<file path="src/design/irpd_pkg.sv">
// Shared types and constants for the pulse-distance IR transmitter.
// Holds register indexes, item modes, reset values and the result layout.
// No dependencies.
`default_nettype none

package irpd_pkg;

  localparam int DEF_MAX_FRAME_BYTES = 16;

  // Configuration register indexes
  localparam logic [2:0] REG_HDR_MARK  = 3'd0;
  localparam logic [2:0] REG_HDR_SPACE = 3'd1;
  localparam logic [2:0] REG_BIT_MARK  = 3'd2;
  localparam logic [2:0] REG_ZERO_SPC  = 3'd3;
  localparam logic [2:0] REG_ONE_SPC   = 3'd4;
  localparam logic [2:0] REG_FRAME_LEN = 3'd5;

  // Register reset values
  localparam logic [15:0] RST_HDR_MARK  = 16'd3100;
  localparam logic [15:0] RST_HDR_SPACE = 16'd1600;
  localparam logic [15:0] RST_BIT_MARK  = 16'd560;
  localparam logic [15:0] RST_ZERO_SPC  = 16'd310;
  localparam logic [15:0] RST_ONE_SPC   = 16'd1100;
  localparam logic [4:0]  RST_FRAME_LEN = 5'd14;

  // Input item modes
  localparam logic [1:0] MODE_TICK  = 2'd0;
  localparam logic [1:0] MODE_WRITE = 2'd1;
  localparam logic [1:0] MODE_START = 2'd2;

  // Result item, lowest bit first: carrier_on, busy_res, done_res
  typedef struct packed {
    logic done_res;
    logic busy_res;
    logic carrier_on;
  } irpd_res_t;

  // A duration of zero still lasts one tick
  function automatic logic [15:0] load_ticks(input logic [15:0] d);
    load_ticks = (d == 16'd0) ? 16'd1 : d;
  endfunction

endpackage

`default_nettype wire

</file>
<file path="src/design/irpd_frame_store.sv">
// Frame byte store: one write port, one read port with registered read data.
// Uses no package items.
`default_nettype none

module irpd_frame_store #(
  parameter int DEPTH = 16,
  parameter int AW    = 4
) (
  input  wire logic          clk,
  input  wire logic          wr_en,
  input  wire logic [AW-1:0] wr_addr,
  input  wire logic [7:0]    wr_data,
  input  wire logic [AW-1:0] rd_addr,
  output logic      [7:0]    rd_data
);

  logic [7:0] mem [DEPTH];

  always_ff @(posedge clk) begin
    if (wr_en) begin
      mem[wr_addr] <= wr_data;
    end
  end

  always_ff @(posedge clk) begin
    rd_data <= mem[rd_addr];
  end

endmodule

`default_nettype wire

</file>
<file path="src/design/ir_pulse_distance_transmitter.sv">
// Pulse-distance IR frame transmitter: top level with phase sequencer and
// output register with skid stage. Depends on irpd_pkg and irpd_frame_store.
//
// Usage:
//  - Input channel (in_*): one transfer per item. in_tuser carries the mode:
//    tick (one microsecond passes), frame byte write, or start. in_tdata
//    carries the byte index and value used by a write.
//  - Result channel (out_*): exactly one transfer per accepted item, in order,
//    with carrier_on, busy_res and done_res. carrier_on gates the external
//    carrier generator; done_res marks the tick on which the trailing mark
//    ends.
//  - Configuration port (cfg_*): write-only timing and frame length
//    registers, to be written while the block is idle; not enforced by the block.
//  - Throughput is one item per clock cycle while in_tready is high; each
//    result is registered before it is offered on out_*.
//  - The frame bit for the next bit space is addressed from the next bit
//    position through the store's registered read port, so ticks may
//    arrive back to back.
//  - When the receiver stalls, one further result is held in a skid stage;
//    in_tready drops only once both the output register and skid are full.
//  - Reset returns the sequencer to idle, loads the default timing and
//    empties the result buffer. Frame bytes are not cleared and must be
//    written before they are sent.
`default_nettype none

module ir_pulse_distance_transmitter
  import irpd_pkg::*;
#(
  parameter int MAX_FRAME_BYTES = DEF_MAX_FRAME_BYTES  // 1 to 64
) (
  input  wire logic        clk,
  input  wire logic        rst_n,
  // input channel
  input  wire logic        in_tvalid,
  output logic             in_tready,
  input  wire logic [15:0] in_tdata,   // [3:0] byte_index, [11:4] byte_value, [15:12] zero
  input  wire logic [1:0]  in_tuser,   // [1:0] mode
  // result channel
  output logic             out_tvalid,
  input  wire logic        out_tready,
  output logic [7:0]       out_tdata,  // [0] carrier_on, [1] busy_res, [2] done_res, [7:3] zero
  // configuration port
  input  wire logic        cfg_we,
  input  wire logic [2:0]  cfg_index,
  input  wire logic [15:0] cfg_wdata
);

  localparam int BP_W = $clog2(MAX_FRAME_BYTES * 8 + 1);
  localparam int AW   = (MAX_FRAME_BYTES > 1) ? $clog2(MAX_FRAME_BYTES) : 1;

  typedef enum logic [2:0] {
    PH_IDLE,
    PH_HMARK,
    PH_HSPACE,
    PH_BMARK,
    PH_BSPACE,
    PH_TMARK
  } phase_t;

  function automatic logic is_mark(input phase_t p);
    is_mark = (p == PH_HMARK) || (p == PH_BMARK) || (p == PH_TMARK);
  endfunction

  // configuration registers
  logic [15:0] hdr_mark_r, hdr_space_r, bit_mark_r, zero_spc_r, one_spc_r;
  logic [4:0]  frame_len_r;

  // sequencer state
  phase_t      phase_r, phase_nxt;
  logic [BP_W-1:0] bit_pos_r, bit_pos_nxt, bit_pos_inc;
  logic [15:0] ticks_left_r, ticks_left_nxt, ticks_dec;

  // result buffer
  logic      out_valid_r, skid_valid_r;
  irpd_res_t out_data_r, skid_data_r, res;

  // field views
  logic [1:0] in_mode;
  logic [3:0] in_byte_index;
  logic [7:0] in_byte_value;
  logic       in_accept, out_take;

  // frame store access
  logic          wr_en;
  logic [7:0]    rd_data;
  logic [AW-1:0] rd_addr;
  logic          byte_ok, cur_bit;
  logic [7:0]    len_bytes;
  logic [10:0]   total_bits;

  assign in_mode       = in_tuser;
  assign in_byte_index = in_tdata[3:0];
  assign in_byte_value = in_tdata[11:4];

  assign in_tready  = !skid_valid_r;
  assign in_accept  = in_tvalid && in_tready;
  assign out_take   = out_valid_r && out_tready;
  assign out_tvalid = out_valid_r;
  assign out_tdata  = {5'd0, out_data_r};

  // Clamp the frame length to one byte at least and the store depth at most
  always_comb begin
    if (frame_len_r == 5'd0) begin
      len_bytes = 8'd1;
    end else if ({3'd0, frame_len_r} > 8'(MAX_FRAME_BYTES)) begin
      len_bytes = 8'(MAX_FRAME_BYTES);
    end else begin
      len_bytes = {3'd0, frame_len_r};
    end
  end
  assign total_bits = {len_bytes, 3'b000};

  assign bit_pos_inc = bit_pos_r + 1'b1;
  assign ticks_dec   = ticks_left_r - 16'd1;

  // rd_data holds the byte addressed by bit_pos_r; MSB of the byte goes first
  assign byte_ok = (32'(bit_pos_r[BP_W-1:3]) < MAX_FRAME_BYTES);
  assign cur_bit = byte_ok && rd_data[3'd7 - bit_pos_r[2:0]];

  always_comb begin
    phase_nxt      = phase_r;
    bit_pos_nxt    = bit_pos_r;
    ticks_left_nxt = ticks_left_r;
    res            = '0;
    wr_en          = 1'b0;
    if (in_accept) begin
      if (in_mode == MODE_TICK) begin
        if (phase_r != PH_IDLE) begin
          res.carrier_on = is_mark(phase_r);
          res.busy_res   = 1'b1;
          ticks_left_nxt = ticks_dec;
          if (ticks_dec == 16'd0) begin
            case (phase_r)
              PH_HMARK: begin
                phase_nxt      = PH_HSPACE;
                ticks_left_nxt = load_ticks(hdr_space_r);
              end
              PH_HSPACE: begin
                phase_nxt      = PH_BMARK;
                ticks_left_nxt = load_ticks(bit_mark_r);
              end
              PH_BMARK: begin
                phase_nxt      = PH_BSPACE;
                ticks_left_nxt = load_ticks(cur_bit ? one_spc_r : zero_spc_r);
              end
              PH_BSPACE: begin
                // advance to the next bit, or to the trailing mark after the last
                if (11'(bit_pos_inc) >= total_bits) begin
                  bit_pos_nxt = '0;
                  phase_nxt   = PH_TMARK;
                end else begin
                  bit_pos_nxt = bit_pos_inc;
                  phase_nxt   = PH_BMARK;
                end
                ticks_left_nxt = load_ticks(bit_mark_r);
              end
              default: begin
                phase_nxt    = PH_IDLE;
                bit_pos_nxt  = '0;
                res.done_res = 1'b1;
              end
            endcase
          end
        end
      end else begin
        // writes and starts take effect only while idle
        if (phase_r == PH_IDLE) begin
          if (in_mode == MODE_WRITE) begin
            wr_en = (32'(in_byte_index) < MAX_FRAME_BYTES);
          end else if (in_mode == MODE_START) begin
            phase_nxt      = PH_HMARK;
            bit_pos_nxt    = '0;
            ticks_left_nxt = load_ticks(hdr_mark_r);
          end
        end
        res.carrier_on = is_mark(phase_nxt);
        res.busy_res   = (phase_nxt != PH_IDLE);
      end
    end
  end

  // address the store from the next bit position so its byte is ready in time
  assign rd_addr = AW'(bit_pos_nxt[BP_W-1:3]);

  irpd_frame_store #(
    .DEPTH (MAX_FRAME_BYTES),
    .AW    (AW)
  ) u_store (
    .clk     (clk),
    .wr_en   (wr_en),
    .wr_addr (AW'(in_byte_index)),
    .wr_data (in_byte_value),
    .rd_addr (rd_addr),
    .rd_data (rd_data)
  );

  always_ff @(posedge clk) begin
    if (!rst_n) begin
      hdr_mark_r   <= RST_HDR_MARK;
      hdr_space_r  <= RST_HDR_SPACE;
      bit_mark_r   <= RST_BIT_MARK;
      zero_spc_r   <= RST_ZERO_SPC;
      one_spc_r    <= RST_ONE_SPC;
      frame_len_r  <= RST_FRAME_LEN;
      phase_r      <= PH_IDLE;
      bit_pos_r    <= '0;
      ticks_left_r <= '0;
      out_valid_r  <= 1'b0;
      skid_valid_r <= 1'b0;
    end else begin
      if (cfg_we) begin
        case (cfg_index)
          REG_HDR_MARK:  hdr_mark_r  <= cfg_wdata;
          REG_HDR_SPACE: hdr_space_r <= cfg_wdata;
          REG_BIT_MARK:  bit_mark_r  <= cfg_wdata;
          REG_ZERO_SPC:  zero_spc_r  <= cfg_wdata;
          REG_ONE_SPC:   one_spc_r   <= cfg_wdata;
          REG_FRAME_LEN: frame_len_r <= cfg_wdata[4:0];
          default: ;
        endcase
      end

      phase_r      <= phase_nxt;
      bit_pos_r    <= bit_pos_nxt;
      ticks_left_r <= ticks_left_nxt;

      // output register refills from skid first, then from the new result
      if (out_valid_r && !out_take) begin
        if (in_accept) begin
          skid_valid_r <= 1'b1;
          skid_data_r  <= res;
        end
      end else if (skid_valid_r) begin
        out_valid_r  <= 1'b1;
        out_data_r   <= skid_data_r;
        skid_valid_r <= 1'b0;
      end else begin
        out_valid_r <= in_accept;
        out_data_r  <= res;
      end
    end
  end

  // skid holds a result only behind a full output register
  a_skid_behind_out: assert property (@(posedge clk) disable iff (!rst_n)
    skid_valid_r |-> out_valid_r)
    else $error("skid stage valid while output register empty");

  // the frame end is reported only while a frame is in progress
  a_done_busy: assert property (@(posedge clk) disable iff (!rst_n)
    (out_tvalid && out_tdata[2]) |-> out_tdata[1])
    else $error("done without busy");

  // carrier is never enabled outside a frame
  a_carrier_busy: assert property (@(posedge clk) disable iff (!rst_n)
    (out_tvalid && out_tdata[0]) |-> out_tdata[1])
    else $error("carrier on while not busy");

  // the tick that ends the trailing mark returns the sequencer to idle
  a_done_idle: assert property (@(posedge clk) disable iff (!rst_n)
    (in_accept && res.done_res) |=> (phase_r == PH_IDLE && bit_pos_r == '0))
    else $error("sequencer not idle after frame end");

endmodule

`default_nettype wire

</file>
<file path="config.mk">
export PLATFORM = sky130hd
export DESIGN_NAME = ir_pulse_distance_transmitter
export DESIGN_NICKNAME = d
export VERILOG_FILES = /design/src/design/irpd_pkg.sv /design/src/design/irpd_frame_store.sv /design/src/design/ir_pulse_distance_transmitter.sv
export SDC_FILE = /design/constraint.sdc
export NUM_CORES = 1
export LEC_CHECK = 0
export BUFFER_PORTS_ARGS = -buffer_cell sky130_fd_sc_hd__buf_4
export CAP_MARGIN = 20
export CORE_MARGIN = 4
export CORE_UTILIZATION = 65
export CTS_CLUSTER_DIAMETER = 40
export DETAILED_ROUTE_END_ITERATION = 7
export GPL_TIMING_DRIVEN = 1
export PLACE_DENSITY = 0.84
export SLEW_MARGIN = 20
export SYNTH_ARGS = -nofsm -noshare
export SYNTH_HDL_FRONTEND = slang
export SYNTH_HIERARCHICAL = 1
export SYNTH_SLANG_ARGS = --single-unit
</file>
<file path="constraint.sdc">
create_clock -name clk -period 6.57 [get_ports clk]
set_input_delay 1.6425 -clock clk [delete_from_list [all_inputs] [get_ports clk]]
set_output_delay 1.6425 -clock clk [all_outputs]
set_load 0.01 [all_outputs]
</file>
==> results_dict.tcl <==
set metrics [dict create \
    reg2regPathDepth 12 \
    fillCellCount 1113 \
    route.layer.met1.wl_um 12000 \
    gr-total-overflow 0 \
    met3_length_um 3410 \
    cts-root-buf "clkbuf_16" \
    dpl.hpwl_um 19200 \
    clockPowerShare_pct 46.2 \
    reg2reg_setup_slack_ns 1.70 \
    grt_max_degree 72 \
    cts_hold_buf 0 \
    final.min_clock_period_ns 4.87 \
    final_common_cell "nand2_1" \
    antenna_found_initial 0 \
    setup_violations 0 \
    synth.avg_cell_area_um2 10.8 \
    die-width_um 142 \
    port_buffers 42 \
    path_depth 12 \
    synth.distinct_cells 88 \
    clkLatencyLatePin_ns 0.55 \
    whs_ns 0.470 \
    finalCritPeriodShare_pct 74.1 \
    synth_edf_count 134 \
    cp_data_required_time_ns 6.99 \
    p_sw_mw 0.876 \
    htreeDepth 1 \
    p_sw_share_pct 23.4 \
    route.detailed.drc 0 \
    yosysWarnings 6 \
    max_cap_violations 0 \
    rr_endpoint "u_store/rd_data[0]$_DFF_P_" \
    endpoint "u_store/rd_data[0]$_DFF_P_" \
    post_cts_buffers 0 \
    p_int_mw 2.86 \
    grt_pass1_vias 8468 \
    highest_layer "met4" \
    min_from "hdr_mark_r[0]$_SDFFE_PN0P_" \
    fmax_mhz 205 \
    seq_power_share_pct 46.5 \
    rows 48 \
    synth_ff_type "edfxtp_1" \
    p_per_area_mw_per_mm2 287 \
    hold_viol 0 \
    fin_skew_ns 0.0197 \
    grt_pass1_wl_um 47100 \
    first_pass_iters 6 \
    tns_ns 0 \
    drt-vias-per-instance 6.64 \
    path_buf_inv 2 \
    place_ws_ns 1.56 \
    cts_tree "done" \
    outcome "finished clean" \
    synthArstFlopShare_pct 0 \
    clockBufferDepth 3 \
    path_class "reg -> reg" \
    relSlewSlack_pct 35.0 \
    synthTopCellsByArea "edfxtp_1 (35%), dfxtp_1 (21%), nand2_1 (6.8%), mux4_2 (3.7%), a21oi_1 (3.5%)" \
    die_height_um 142 \
    critPathMaxStageDelay_ns 0.76 \
    leakagePower_nw 4.55 \
    fin_ws_ns 1.70 \
    critPathTopFamily "compound AO/OA/AOI/OAI gates" \
    critical-path-slowest-cell "a22o_2" \
    clkSinkCount 256 \
    die_area_mm2 0.0201 \
    rr_startpoint "ticks_left_r[0]$_SDFFE_PN0P_" \
    syn-instance-count 1074 \
    yosysSeqAreaShare_pct 55.6 \
    core_area_mm2 0.0174 \
    grt_use_total_pct 29.9 \
    critical_path.startpoint "ticks_left_r[0]$_SDFFE_PN0P_" \
    rsz0062_at_grt "no" \
    wl_met2_um 13700 \
    ant_nets 0 \
    endpoint_kind "flip-flop" \
    irDropWorstVdd_uv 274 \
    area_delta_synth_final_pct 11.8 \
    clk_pin_slew_ns 0.06 \
    start_util_pct 66.8 \
    antenna_cells 0 \
    ioPinCount 52 \
    synth_top_area_cell "edfxtp_1" \
    ctsResizeCount 0 \
    crit_chain "inv_1 -> ha_1 -> o21bai_1 -> a211o_2 -> and3_1 -> or4_4 -> nor4_1 -> a22o_2 -> buf_4 -> mux4_2 -> a22oi_1 -> nand2_1" \
    critical_path_arrival_ns 5.29 \
    drtIter0Drc 1290 \
    synth_top_area_share_pct 34.6 \
    layout-drive-gt1-share_pct 13.3 \
    min_path_type "reg -> reg" \
    synth-seq-cells 256 \
    pwr-share-comb_pct 7.3 \
    most-common-layout-cells "nand2_1 (210), edfxtp_1 (134), dfxtp_1 (122)" \
    cts_buffers 30 \
    nNetsFinal 1142 \
    netlist_area_mm2 0.0116 \
    critPathLaunchType "flip-flop" \
    worst-path-max-fanout 24 \
    tightest_slew_ns 0.972 \
    maxSlewViolCount 0 \
    wire_per_inst_um 22.3 \
    dr_total_vias 8893 \
    wl_um 29900 \
    gp_congestion 0.953 \
]
==> power by group through the flow <==
stage / clock, mW / sequential (mW) / combinational (mW)
detailed placement: 0 / 1.77 / 0.261
global placement: 0 / 1.77 / 0.257
CTS: 1.74 / 1.74 / 0.264
finish: 1.73 / 1.74 / 0.273
floorplan: 0 / 1.76 / 0.184
global route: 1.81 / 1.74 / 0.297
==> state kept, by name, summed over array words and instances (netlist names), 5 cells and up <==
name and count:
u_store/mem 128, bit_mark_r 16, hdr_mark_r 16, hdr_space_r 16
one_spc_r 16, ticks_left_r 16, zero_spc_r 16, bit_pos_r 8
u_store/rd_data 8, frame_len_r 5
==> worst min-delay path: cells and delay by family, from the launching register on <==
kind	cells	cell delay, ns
AND/OR/NAND/NOR	1	0.05
flip-flops	1	0.32
AO/OA/AOI/OAI	1	0.05
==> kinds of logic (layout without fill, tap and decap cells) <==
family                     after synthesis  in the layout  synth area share [%]
and+or+nand+nor                        440            440                  17.9
DFF                                    256            256                  55.6
AOI/OAI and AO/OA                      214            214                  12.2
adders and majority gates                9              9                 0.968
other                                    1              5                0.0322
buffers and inverters                   86            123                  3.54
xor gates and xnor gates                12             12                 0.903
muxes                                   56             56                  8.88
==> per-stage QoR <==
stage	util, %	instances	area [um^2]	power (mW)
finish	74.7	1340	13000	3.74
global route	74.7	1340	13000	3.84
CTS	74.7	1339	13000	3.74
detailed placement	68.7	1283	12000	2.03
global placement	68.7	1283	12000	2.02
floorplan	-	1078	11700	1.94
==> worst min path at each step <==
stage / slack [ns] / endpoint / cells after the start
floorplan: 0.44 / bit_mark_r[0]$_SDFFE_PN0P_ / 2
global placement: 0.45 / bit_mark_r[0]$_SDFFE_PN0P_ / 2
detailed placement: 0.46 / bit_mark_r[0]$_SDFFE_PN0P_ / 2
CTS: 0.47 / hdr_mark_r[0]$_SDFFE_PN0P_ / 2
global route: 0.49 / one_spc_r[5]$_SDFFE_PN0P_ / 2
finish: 0.47 / hdr_mark_r[0]$_SDFFE_PN0P_ / 2
==> cell type report <==
type	count	area [um^2]	area share, %
clock inverters	18	255	1.96
inverters	16	60.1	0.462
repair buffers	51	383	2.94
well taps	225	282	2.16
clock buffers	38	791	6.08
flip-flops and latches	256	6470	49.7
multi-input cells	736	4770	36.7
==> synthesized netlist by cell type, drive strengths merged, types with 7 or more instances <==
library cell / count
nor3: 27
a31oi: 9
mux4: 33
a22oi: 22
mux2i: 17
dfxtp: 122
a21oi: 82
nor2: 60
and2: 9
nand2: 210
nand2b: 12
clkbuf: 50
nor2b: 8
or2: 7
buf: 17
ha: 9
xnor2: 8
and3: 7
nand3: 44
edfxtp: 134
nor4: 28
inv: 16
o21ai: 24
==> layer usage <==
layer | up-vias | GRT usage, %
met3 | 74 | 7.48
met5 | - | 0
met4 | 0 | 7.17
met1 | 4239 | 43.5
li1 | 4033 | -
met2 | 547 | 46.0
Power figures use the tool's default switching activity.
